[config.mk]
export PLATFORM = sky130hd
export DESIGN_NAME = lgpm_ctrl
export DESIGN_NICKNAME = d
export VERILOG_FILES = /design/src/hdl/lgpm_pkg.sv /design/src/hdl/lgpm_ctrl.sv
export SDC_FILE = /design/constraint.sdc
export NUM_CORES = 1
export LEC_CHECK = 0
export BUFFER_PORTS_ARGS = -buffer_cell sky130_fd_sc_hd__buf_4
export CORE_AREA = 5 5 42 44
export CTS_CLUSTER_SIZE = 40
export DETAILED_ROUTE_END_ITERATION = 7
export DIE_AREA = 0 0 47 49
export GPL_TIMING_DRIVEN = 0
export PLACE_DENSITY_LB_ADDON = 0.05
export SYNTH_ARGS = -nofsm -noshare
export SYNTH_HDL_FRONTEND = slang
export SYNTH_SLANG_ARGS = --single-unit
[constraint.sdc]
create_clock -name clk -period 1.33 [get_ports clk]
set_input_delay 0.266 -clock clk [delete_from_list [all_inputs] [get_ports clk]]
set_output_delay 0.266 -clock clk [all_outputs]
set_load 0.01 [all_outputs]
[src/hdl/lgpm_pkg.sv]
// shared types, register map and constants of the gradient pixel modulator
package lgpm_pkg;

  localparam int MAX_SIDE_DEF = 4096;
  localparam int CHANNELS     = 4;
  localparam int PADDR_W      = 6;
  localparam int PDATA_W      = 64;
  localparam int SIDE_W       = 13;
  localparam int POS_W        = 32;
  localparam int GAIN_W       = 16;
  localparam int PIX_W        = 8;
  localparam int REG_IDX_W    = 3;

  localparam logic [REG_IDX_W-1:0] REG_IMAGE_WIDTH  = 3'd0;
  localparam logic [REG_IDX_W-1:0] REG_IMAGE_HEIGHT = 3'd1;
  localparam logic [REG_IDX_W-1:0] REG_STEP_COL     = 3'd2;
  localparam logic [REG_IDX_W-1:0] REG_STEP_ROW     = 3'd3;
  localparam logic [REG_IDX_W-1:0] REG_COLOR_MIN    = 3'd4;
  localparam logic [REG_IDX_W-1:0] REG_COLOR_MAX    = 3'd5;

  localparam logic [SIDE_W-1:0]         SIDE_RESET      = 13'd256;
  localparam logic [CHANNELS*GAIN_W-1:0] COLOR_MAX_RESET = 64'h8000_8000_8000_8000;

  localparam logic [POS_W-1:0]  ONE_Q24 = 32'h0100_0000;
  localparam logic [GAIN_W-1:0] ONE_Q15 = 16'h8000;

  typedef struct packed {
    logic [SIDE_W-1:0]          image_width;
    logic [SIDE_W-1:0]          image_height;
    logic [POS_W-1:0]           step_per_column;
    logic [POS_W-1:0]           step_per_row;
    logic [CHANNELS*GAIN_W-1:0] color_min;
    logic [CHANNELS*GAIN_W-1:0] color_max;
  } cfg_t;

  typedef struct packed {
    logic capture;
    logic load_out;
  } cmd_t;

endpackage

[src/hdl/lgpm_ctrl.sv]
// controller state machine: input handshake, sequencing and output valid
module lgpm_ctrl (
  input  logic           clk,
  input  logic           rst,
  input  logic           in_valid,
  output logic           in_ready,
  output logic           out_valid,
  input  logic           out_ready,
  output lgpm_pkg::cmd_t cmd
);

  localparam logic [1:0] ST_IDLE = 2'd0;
  localparam logic [1:0] ST_MUL1 = 2'd1;
  localparam logic [1:0] ST_MUL2 = 2'd2;
  localparam logic [1:0] ST_DONE = 2'd3;

  logic [1:0] state;
  logic [1:0] state_next;
  logic       out_free;

  assign in_ready     = (state == ST_IDLE);
  assign out_free     = !out_valid || out_ready;
  assign cmd.capture  = in_valid && in_ready;
  assign cmd.load_out = (state == ST_DONE) && out_free;

  always_comb begin
    state_next = state;
    case (state)
      ST_IDLE: if (cmd.capture) state_next = ST_MUL1;
      ST_MUL1: state_next = ST_MUL2;
      ST_MUL2: state_next = ST_DONE;
      ST_DONE: if (out_free) state_next = ST_IDLE;
      default: state_next = ST_IDLE;
    endcase
  end

  always_ff @(posedge clk) begin
    if (rst) begin
      state     <= ST_IDLE;
      out_valid <= 1'b0;
    end else begin
      state <= state_next;
      if (cmd.load_out) begin
        out_valid <= 1'b1;
      end else if (out_ready) begin
        out_valid <= 1'b0;
      end
    end
  end

endmodule

**Word-level counts from Yosys, hierarchy flattened**

Index checks and enable logic that the tools add are counted.

- Logic and storage cells: 19
- Bits of input ports: 4
- Register bits after elaboration: 3
- Output and inout port bits: 4

- Mux-type cells: 5
- Eq/ne operators: 5
- Reduce and logical (&&, ||, !) cells: 7

Operator list:

| cell | number |
|---|---|
| $pmux 2 s4 | 1 |
| $eq 2x2->1 const B | 2 |
| $mux 2 | 2 |
| $eq 2x1->1 const B | 1 |
| $logic_and 1x1->1 | 2 |
| $logic_not 2->1 | 1 |
| $mux 1 | 2 |
| $ne 2x1->1 const B | 1 |
| $ne 2x2->1 const B | 1 |
| $reduce_and 2->1 | 1 |
| $reduce_bool 2->1 | 1 |
| $logic_not 1->1 | 1 |
| $logic_or 1x1->1 | 1 |

**Logic depth before layout (Yosys ltp)**

- Depth in word-level cells: 4
- Gate-level depth with buffers: 5

**Least setup slack after synthesis**

No wires, ideal clock.

- Path type: register to register
- Start point: register state[1]
- End point: register state[1]
- Data required time: 1.215 ns
- Library setup time: 0.115 ns
- Setup slack: 0.126 ns
- Stages on the path, launching flop included: 6
- Data arrival time: 1.090 ns
- Period minus slack after synthesis: 1.204 ns
- Path through: dfxtp_1 > inv_1 > ha_1 > nor2b_1 > o21a_1 > o21a_1

- Longest elaborated chain between the ends: 4
- Elaborated cells between the ends (all ways): 9

RTL lines:

| element | RTL line | text |
|---|---|---|
| from (decl) | lgpm_ctrl.sv:17 | `logic [1:0] state;` |
| from (signal assigned) | lgpm_ctrl.sv:42 | `state <= state_next;` |
| $logic_not 2->1 * | lgpm_ctrl.sv:21 | `assign in_ready = (state == ST_IDLE);` |
| via in_ready | lgpm_ctrl.sv:6 | `output logic in_ready,` |
| $logic_and 1x1->1 | lgpm_ctrl.sv:23 | `assign cmd.capture = in_valid && in_ready;` |
| $ne 2x1->1 (no line) | -- |  |
| $reduce_and 2->1 (no line) | -- |  |

Mark *: on every way through the listed nets, which the timed path passes. The rest lies on a longest branch.
A chain may end at the register's enable or synchronous reset.

==> results.md <==
- Synth Area in XOR/XNOR: 0
- Synth Area in Adders: 0.194
- Status: finished clean
- Max Clock Freq: approximately 780 MHz
- Final Hold Vio Count: 0
- Gate power share: 0.570
- Net switching fraction of the power: 0.323
- CP required: about 1.1 ns
- Hold Crit Class: in -> reg
- Die area: 2300 um^2
- Row cnt: 14
- Most frequent cells in the layout: buf_4, clkbuf_4
- TritonCTS clock tree: done
- Tcrit/Tclk final: 0.964
- Post-synthesis cell type count: 12
- Vias in the first global route: 193
- WL final: 474 um
- DRC viols: 0
- Io pins: 8
- Simple-Gate Fraction of Synth Area: 0.284
- Main combinational cell family by area after synthesis: simple AND/OR/NAND/NOR gates
- NumNets Final: 43
- Crit path arrival time: 1.02 ns
- Placer congestion estimate: 0.636
- Root Driver: clkbuf_4
- Clock Latency Late Sink: 0.23 ns
- CP cell instances: ha_2, nor2b_2, buf_4
- Ys Warns: 0
- Pin count of the biggest net entering global routing: 5
- Register area share after synthesis: 0.310
- Post-place setup slack: just over 0.08 ns
- Mux share of post-synthesis cell area: 0
- Relative slew slack: 0.867
- Synth Area in Compound Gates: 0.155
- Congestion Overflow GR: 0
- Max VDD drop: 0.350 mV
- Kind of critical path: reg -> out
- Share of cells above drive strength 1: 0.657
- Final min period: about 1.3 ns
- H-tree levels: 1
- Die Y-Extent: 49 um
- Register bit total from synthesis: 3
- Most common cell after layout, fill and taps aside: buf_4
- Post-layout util: 0.244
- Sequential power share: 0.215
- Fin cells: a little over 50
- # clock sinks: 3
- Area growth from synthesis to layout: 76.1%
- Syn Inst Count: 21
- Leakage Power: approximately 0.16 nW
- Number of port buffers: 7
- CTS clock-pin slew for the worst setup and hold paths: 0.04 ns
- TritonCTS Buffers: 3
- Total core area: 1400 um^2
- Vias per inst: 3.80
- Slew Viols, Final: 0
- Post-synthesis average cell area: between 9 and 10 um^2
- Global-route wire length before repair: 779 um
- Number of diodes: 0
- Post-DRT Antenna Nets: 0
- PD cells: 2160 nW/um^2
- Fin worst setup slack: about 0.047 ns
- Final setup viols: 0
- Worst Path Max Fanout: 3
- Antenna violations before repair: 0
- Hold slack: ~0.2 ns
- Die width: between 40 and 50 um
- Internal Power: about 0.0005 W
- Vias post-DR: 194
- Initial DRC Count: 0
- Worst Tran Pin Value: 0.200 ns
- Placed Cells: 44
- Max Cap Viol: 0
- Clk buf depth: 2
- Worst Clk Skew: approximately 0.0021 ns
- Post-Syn Area: roughly 190 um^2
- Clock power share: 0.215
- P_sw: 0.000238 W
- Syn_nets: 28
- Critical path launch point type: flip-flop
- CP max stage delay: about 0.32 ns
- CP Capture Type: output port
- Per-cell routed wire length: approximately 9.3 um
- Starting density of the core: 0.138
- Slowest CP cell: dfxtp_2
- Initial DRT Pass Iterations: 1
- Hold_buf cts: 0
- Total track usage: 0.0548
[timing repair]
action / CTS / global route
pin swaps: 1 / 1
hold endpoints to repair: 0 / 0
resized for setup: 5 / 5
endpoints found under the setup margin: 2 / 3
buffers inserted: 2 / 1
[metal layers]
metal / vias up / routed length (um) / GRT usage
met2: 6 / 247 / 0.0724
met3: 2 / 46 / 0.0554
met5: - / 0 / 0
met1: 89 / 167 / 0.0415
met4: 0 / 12 / 0.0553
li1: 97 / - / -
[cell type report]
type                    instances  area (um^2)
fillers                       176         1060
multi-input cells              15          143
clock buffers                   4         26.3
repair buffers                 10         78.8
well taps                      16         20.0
inverters                       3         11.3
flip-flops and latches          3         62.6
[through the flow]
step / power, W / setup TNS (ns) / area (um^2)
CTS: 0.000668 / 0 / 317
global placement: 0.000430 / 0 / 267
floorplan: 0.000320 / 0 / 194
detailed placement: 0.000426 / 0 / 267
finish: 0.000737 / 0 / 342
global route: 0.000803 / -0.000140 / 342
[power by group through the flow]
| stage | Clock [W] | Sequential (W) | Combinational [W] |
|---|---|---|---|
| 5_1_grt | 0.000179 | 0.000163 | 0.000461 |
| 2_1_floorplan | 0 | 0.000146 | 0.000174 |
| 4_1_cts | 0.000170 | 0.000155 | 0.000344 |
| 3_5_place_dp | 0 | 0.000152 | 0.000275 |
| 3_3_place_gp | 0 | 0.000150 | 0.000279 |
| 6_report | 0.000158 | 0.000158 | 0.000420 |
[sequential cells by signal, indices dropped and copies added (netlist names)]
signal     flops
out_valid      1
state          2
[synthesized netlist by cell type]
library cell | n | area [um^2]
nor2_1 | 2 | 7.51
and2b_2 | 1 | 8.76
inv_1 | 3 | 11.3
and2_1 | 1 | 6.26
dfxtp_1 | 3 | 60.1
and3b_4 | 1 | 12.5
nor2b_1 | 2 | 12.5
ha_1 | 3 | 37.5
nor3b_1 | 1 | 7.51
o21ai_1 | 1 | 5.00
o311a_1 | 1 | 10.0
o21a_1 | 2 | 15.0
[logic make-up after synthesis]
logic type | count (synthesis)
compound gates | 4
simple gates | 8
flops | 3
buf+inv | 3
fa+ha+maj | 3
[worst paths after layout]
| check | start | to | slack, ns | cells after the start |
|---|---|---|---|---|
| setup / recovery | state[0]$_SDFFE_PP0P_ | cmd[0] | 0.05 | 3 |
| hold / removal | rst | out_valid$_SDFFE_PP0P_ | 0.20 | 2 |
| setup reg to reg | state[1]$_SDFFE_PP0P_ | state[1]$_SDFFE_PP0P_ | 0.08 | 6 |
| hold reg to reg | out_valid$_SDFFE_PP0P_ | out_valid$_SDFFE_PP0P_ | 0.67 | 3 |
[worst max-delay path, delay by kind of cell, from the launching register on]
kind          cells  cell delay, ns
fa+ha+maj         1            0.19
simple gates      1            0.15
buf+inv           1            0.13
flops             1            0.32
No activity file was read; power rests on OpenSTA's default activity.
