**src/hdl/lgpm_pkg.sv**
```systemverilog
// shared types, register map and constants of the gradient pixel modulator
package lgpm_pkg;

  localparam int MAX_SIDE_DEF = 4096;
  localparam int CHANNELS     = 4;
  localparam int PADDR_W      = 6;
  localparam int PDATA_W      = 64;
  localparam int SIDE_W       = 13;
  localparam int POS_W        = 32;
  localparam int GAIN_W       = 16;
  localparam int PIX_W        = 8;
  localparam int REG_IDX_W    = 3;

  localparam logic [REG_IDX_W-1:0] REG_IMAGE_WIDTH  = 3'd0;
  localparam logic [REG_IDX_W-1:0] REG_IMAGE_HEIGHT = 3'd1;
  localparam logic [REG_IDX_W-1:0] REG_STEP_COL     = 3'd2;
  localparam logic [REG_IDX_W-1:0] REG_STEP_ROW     = 3'd3;
  localparam logic [REG_IDX_W-1:0] REG_COLOR_MIN    = 3'd4;
  localparam logic [REG_IDX_W-1:0] REG_COLOR_MAX    = 3'd5;

  localparam logic [SIDE_W-1:0]         SIDE_RESET      = 13'd256;
  localparam logic [CHANNELS*GAIN_W-1:0] COLOR_MAX_RESET = 64'h8000_8000_8000_8000;

  localparam logic [POS_W-1:0]  ONE_Q24 = 32'h0100_0000;
  localparam logic [GAIN_W-1:0] ONE_Q15 = 16'h8000;

  typedef struct packed {
    logic [SIDE_W-1:0]          image_width;
    logic [SIDE_W-1:0]          image_height;
    logic [POS_W-1:0]           step_per_column;
    logic [POS_W-1:0]           step_per_row;
    logic [CHANNELS*GAIN_W-1:0] color_min;
    logic [CHANNELS*GAIN_W-1:0] color_max;
  } cfg_t;

  typedef struct packed {
    logic capture;
    logic load_out;
  } cmd_t;

endpackage

```
**src/hdl/lgpm_regs.sv**
```systemverilog
// configuration register file behind the apb port
module lgpm_regs (
  input  logic                          clk,
  input  logic                          rst,
  input  logic                          psel,
  input  logic                          penable,
  input  logic                          pwrite,
  input  logic [lgpm_pkg::PADDR_W-1:0]  paddr,
  input  logic [lgpm_pkg::PDATA_W-1:0]  pwdata,
  output logic [lgpm_pkg::PDATA_W-1:0]  prdata,
  output logic                          pready,
  output lgpm_pkg::cfg_t                cfg
);

  logic [lgpm_pkg::REG_IDX_W-1:0] idx;
  logic                           wr;

  assign idx    = paddr[lgpm_pkg::PADDR_W-1:3];
  assign pready = 1'b1;
  assign wr     = psel && penable && pwrite && pready;

  always_ff @(posedge clk) begin
    if (rst) begin
      cfg.image_width     <= lgpm_pkg::SIDE_RESET;
      cfg.image_height    <= lgpm_pkg::SIDE_RESET;
      cfg.step_per_column <= '0;
      cfg.step_per_row    <= '0;
      cfg.color_min       <= '0;
      cfg.color_max       <= lgpm_pkg::COLOR_MAX_RESET;
    end else if (wr) begin
      case (idx)
        lgpm_pkg::REG_IMAGE_WIDTH:  cfg.image_width     <= pwdata[lgpm_pkg::SIDE_W-1:0];
        lgpm_pkg::REG_IMAGE_HEIGHT: cfg.image_height    <= pwdata[lgpm_pkg::SIDE_W-1:0];
        lgpm_pkg::REG_STEP_COL:     cfg.step_per_column <= pwdata[lgpm_pkg::POS_W-1:0];
        lgpm_pkg::REG_STEP_ROW:     cfg.step_per_row    <= pwdata[lgpm_pkg::POS_W-1:0];
        lgpm_pkg::REG_COLOR_MIN:    cfg.color_min       <= pwdata;
        lgpm_pkg::REG_COLOR_MAX:    cfg.color_max       <= pwdata;
        default: ;
      endcase
    end
  end

  always_comb begin
    case (idx)
      lgpm_pkg::REG_IMAGE_WIDTH:  prdata = lgpm_pkg::PDATA_W'(cfg.image_width);
      lgpm_pkg::REG_IMAGE_HEIGHT: prdata = lgpm_pkg::PDATA_W'(cfg.image_height);
      lgpm_pkg::REG_STEP_COL:     prdata = lgpm_pkg::PDATA_W'(cfg.step_per_column);
      lgpm_pkg::REG_STEP_ROW:     prdata = lgpm_pkg::PDATA_W'(cfg.step_per_row);
      lgpm_pkg::REG_COLOR_MIN:    prdata = cfg.color_min;
      lgpm_pkg::REG_COLOR_MAX:    prdata = cfg.color_max;
      default:                    prdata = '0;
    endcase
  end

endmodule

```
**config.mk**
```make
export PLATFORM = sky130hd
export DESIGN_NAME = lgpm_regs
export DESIGN_NICKNAME = d
export VERILOG_FILES = /design/src/hdl/lgpm_pkg.sv /design/src/hdl/lgpm_regs.sv
export SDC_FILE = /design/constraint.sdc
export NUM_CORES = 1
export LEC_CHECK = 0
export BUFFER_PORTS_ARGS = -buffer_cell sky130_fd_sc_hd__buf_2
export CAP_MARGIN = 15
export CELL_PAD_IN_SITES_DETAIL_PLACEMENT = 1
export CELL_PAD_IN_SITES_GLOBAL_PLACEMENT = 1
export CORE_ASPECT_RATIO = 1.4
export CORE_MARGIN = 5
export CORE_UTILIZATION = 37
export CTS_CLUSTER_SIZE = 24
export DETAILED_ROUTE_END_ITERATION = 12
export PLACE_DENSITY = 0.8
export SETUP_SLACK_MARGIN = 0.02
export SLEW_MARGIN = 20
export SYNTH_ARGS = -nofsm -noshare
export SYNTH_HDL_FRONTEND = slang
export SYNTH_SLANG_ARGS = --single-unit
```
**constraint.sdc**
```tcl
create_clock -name clk -period 1.7 [get_ports clk]
set_input_delay 0.085 -clock clk [delete_from_list [all_inputs] [get_ports clk]]
set_output_delay 0.085 -clock clk [all_outputs]
set_load 0.05 [all_outputs]
```
; After elaboration in Yosys (flattened, before gate mapping)
; Index checks and enable logic that the tools add are counted.
[word_totals]
reg_bits = 218
inputBits = 75
output_inout_bits = 283
word_cells = 21
[op_classes]
n_eq_ne = 5
n_mux = 1
reduce_logical = 9
[op_table]
columns = op, n
row1 = 64-bit case mux with 6 select lines, 1
row2 = 2-bit AND reduction, 6
row3 = 3-bit by 2-bit == test with 1-bit output (second input constant), 2
row4 = 3-bit == test (second input constant), 2
row5 = 3-bit by 1-bit == test with 1-bit output (second input constant), 1
row6 = 3-bit logical NOT, 1
row7 = 1-bit logical AND, 2

; Logic depth before layout (Yosys ltp)
[depth]
ltp_word = 3
ltp_mapped = 7
ltp_nobuf = 3

; Worst setup path after synthesis
; Ideal clock, no wire load.
[synth_timing]
path_type = reg2out
start = register cfg[1] in the netlist's numbering
end = output port prdata[1] in the netlist's numbering
arrival_ns = 2.034
required_ns = 1.615
path_slack_ns = -0.419
stages_incl_launch_ff = 4
n_path_buf = 0
path_cell_list = dfxtp_1 -> mux2_2 -> a22oi_1 -> o21ai_0
[synth_via]
elab_chain_cells = 1
[synth_rtl]
columns = item, line
row1 = from (decl), lgpm_regs.sv:12  ; output lgpm_pkg::cfg_t cfg
row2 = 64-bit case mux with 6 select lines, lgpm_regs.sv:44  ; case (idx)
row3 = to (decl), lgpm_regs.sv:10  ; output logic [lgpm_pkg::PDATA_W-1:0] prdata,
; No other way between the ends.

; Final worst setup path
[layout_timing]
start = register cfg[166] in the netlist's numbering
end = output port prdata[6] in the netlist's numbering
; Same word-level chain as after synthesis.

==> results.yml <==
finish:
  final_cell_mix: "o21ai_0, buf_2, dfxtp_1"
  final_common_cell: "o21ai_0"
  largest_register_ffs: 218
  layout.cells.non_filler: 1988
  fillCellCount: 3400
  drive_gt1_share_pct: 30.91
  fin_util_pct: 50.80
  reg_top3: "cfg: 218 flops"
  multiInputGateArea_um2: 5781
  final_cell_area_um2: 14340
  regMostFlops: "cfg"
  regArea_um2: 4380
  final_nets: 1671
  syn_to_final_growth_pct: 36.40
floorplanning:
  die_h_um: 209.4
  fp.dieW_um: 152.5
  io_pins: 358
  start_util_pct: 37.24
  core-area_um2: 28220
  row_count: 73
  floorplan.die_area_um2: 31930
grt:
  globalRouteMet3Util_pct: 4.414
  track_usage_pct: 24.79
  antenna_found_initial: 1
  grt.busiest_layer: "met2"
  grt_use_met2_pct: 44.84
  grt_overflow_total: 0
  grt_pass1_vias: 11395
  met1_usage_pct: 28.58
  grt_max_degree: 63
  grt_first_pass_wirelength_mm: 65.51
yosys:
  synth-main-ff-cell: "dfxtp_1"
  synth-async-reset-ratio_pct: 0
  syn-cell-area_um2: 10510
  synth_seq_cells: 218
  synth.distinct_cells: 33
  syn_area_per_cell_um2: 8.477
  synth-edff-count: 0
  ys_warn_count: 0
  syn_inst: 1240
  ys_seq_area_share_pct: 41.52
  synth_nets: 1315
timing:
  max_freq_ghz: 0.5985
  setup_slack_ns: 0.02906
  slew_headroom_pct: 50.45
  clock_skew_ns: 0
  drv_slew: 0
  min_period_ns: 1.671
  tightestPinTransition_ns: 0.7432
  hold_viol_final: 0
  setup_violations: 0
  rsz0062_at_grt: "yes"
  post-route-period-util_pct: 98.29
  timing.hold.ws_ns: 0.01070
  setup_tns_ns: 0
drt:
  drt-initial-drc-count: 481
  drc_errors: 0
  drtAntennaViolNets: 0
  vias: 10721
  drt_wl_total_mm: 42.20
  via_per_inst: 5.393
  dr.pass1.iters: 5
  wl_per_cell_um: 21.23
cts:
  cts-root-buf: "clkbuf_16"
  clk_pin_slew_worst_paths_ns: 0.06
  h-tree-depth: 1
  clock_path_buffers: 3
  numClockSinks: 218
  clock_latency_ns: 0.50
  cts_buffers: 23
  cts_tree: "yes"
setup_path:
  path_cells: "mux2_2 > a22oi_2 > o211ai_1 > buf_4"
  crit_family: "flip-flops"
  arrival_ns: 1.59
  crit_buf_inv: 1
  cp-end-kind: "output pin"
  slowest_stage: "dfxtp_2"
  cpPeakStageDelay_ns: 0.33
  worst-setup-path-type: "reg -> out"
  start_kind: "flip-flop"
  worstPathMaxFanout: 3
  required_ns: 1.62
run_status:
  outcome: "completed"
placed_design:
  dp_slack_ns: 0.06918
  dp_cells: 1885
  port_buffers: 353
  dpl.hpwl_mm: 27.09
  dpl_cell_area_um2: 12840
  place_congestion: 0.8181
pwr:
  p_leak_nw: 6.400
  vdd_ir_drop_max_mv: 0.5665
  powerDensity_nw_per_um2: 796.5
  p_total_mw: 11.42
job:
  maxCapViolCount: 0
worst_hold_path:
  hold_path_class: "in -> reg"
## final cells by class
cell class	count	area share [%]
multi-input cells	896	40.32
clock inverters	7	0.6458
diodes	2	0.03491
flip-flops and latches	218	30.55
repair buffers	456	20.66
inverters	1	0.02618
clock buffers	33	4.486
well taps	375	3.273
## tightest hold or removal path, stage by stage
cell and delay [ns]:
buf_2 0.08, nand2b_1 0.15, o21ai_1 0.16
## cell families after synthesis
logic type | after synthesis | synth area share (%)
compound gates | 437 | 21.99
buf+inv | 126 | 5.190
flops | 218 | 41.52
mux | 124 | 12.03
other cells | 1 | 0.03568
simple gates | 334 | 19.24
## timing repair
item	CTS	global route
buffers inserted	0	1
endpoints found under the hold margin	168	0
hold buffers	60	0
pin swaps	0	4
endpoints found under the setup margin	10	14
gates resized for setup	14	34
## Yosys cell counts (16+ instances only)
cell type	n	area, µm²
mux2_2	19	214.0
o21ai_1	19	95.09
nand2b_1	89	556.8
a22oi_1	16	120.1
mux2i_1	105	1051
dfxtp_1	218	4364
nor2_1	37	138.9
buf_2	31	155.2
clkbuf_1	87	326.6
nor2b_1	190	1189
o22ai_1	24	150.1
o21ai_0	362	1812
## metal layers
layer	up-vias	wire length, µm
met5	-	0
met3	101	2031
li1	4987	-
met4	0	1807
met1	5269	16710
met2	364	21650
## worst paths after layout
kind                   from         to  slack [ns]  cells after the start
hold reg to reg    cfg[208]   cfg[208]        0.49                      2
hold / removal    pwdata[5]    cfg[69]        0.01                      3
setup reg to reg   cfg[188]   cfg[188]        0.78                      3
setup / recovery   cfg[166]  prdata[6]        0.03                      4
## power by group
part | internal, mW | total, mW | switching [mW]
clock | 2.93 | 5.06 | 2.12
sequential | 5.15 | 5.18 | 0.0345
combinational | 0.428 | 1.18 | 0.755
No activity file was read; power rests on OpenSTA's default activity.
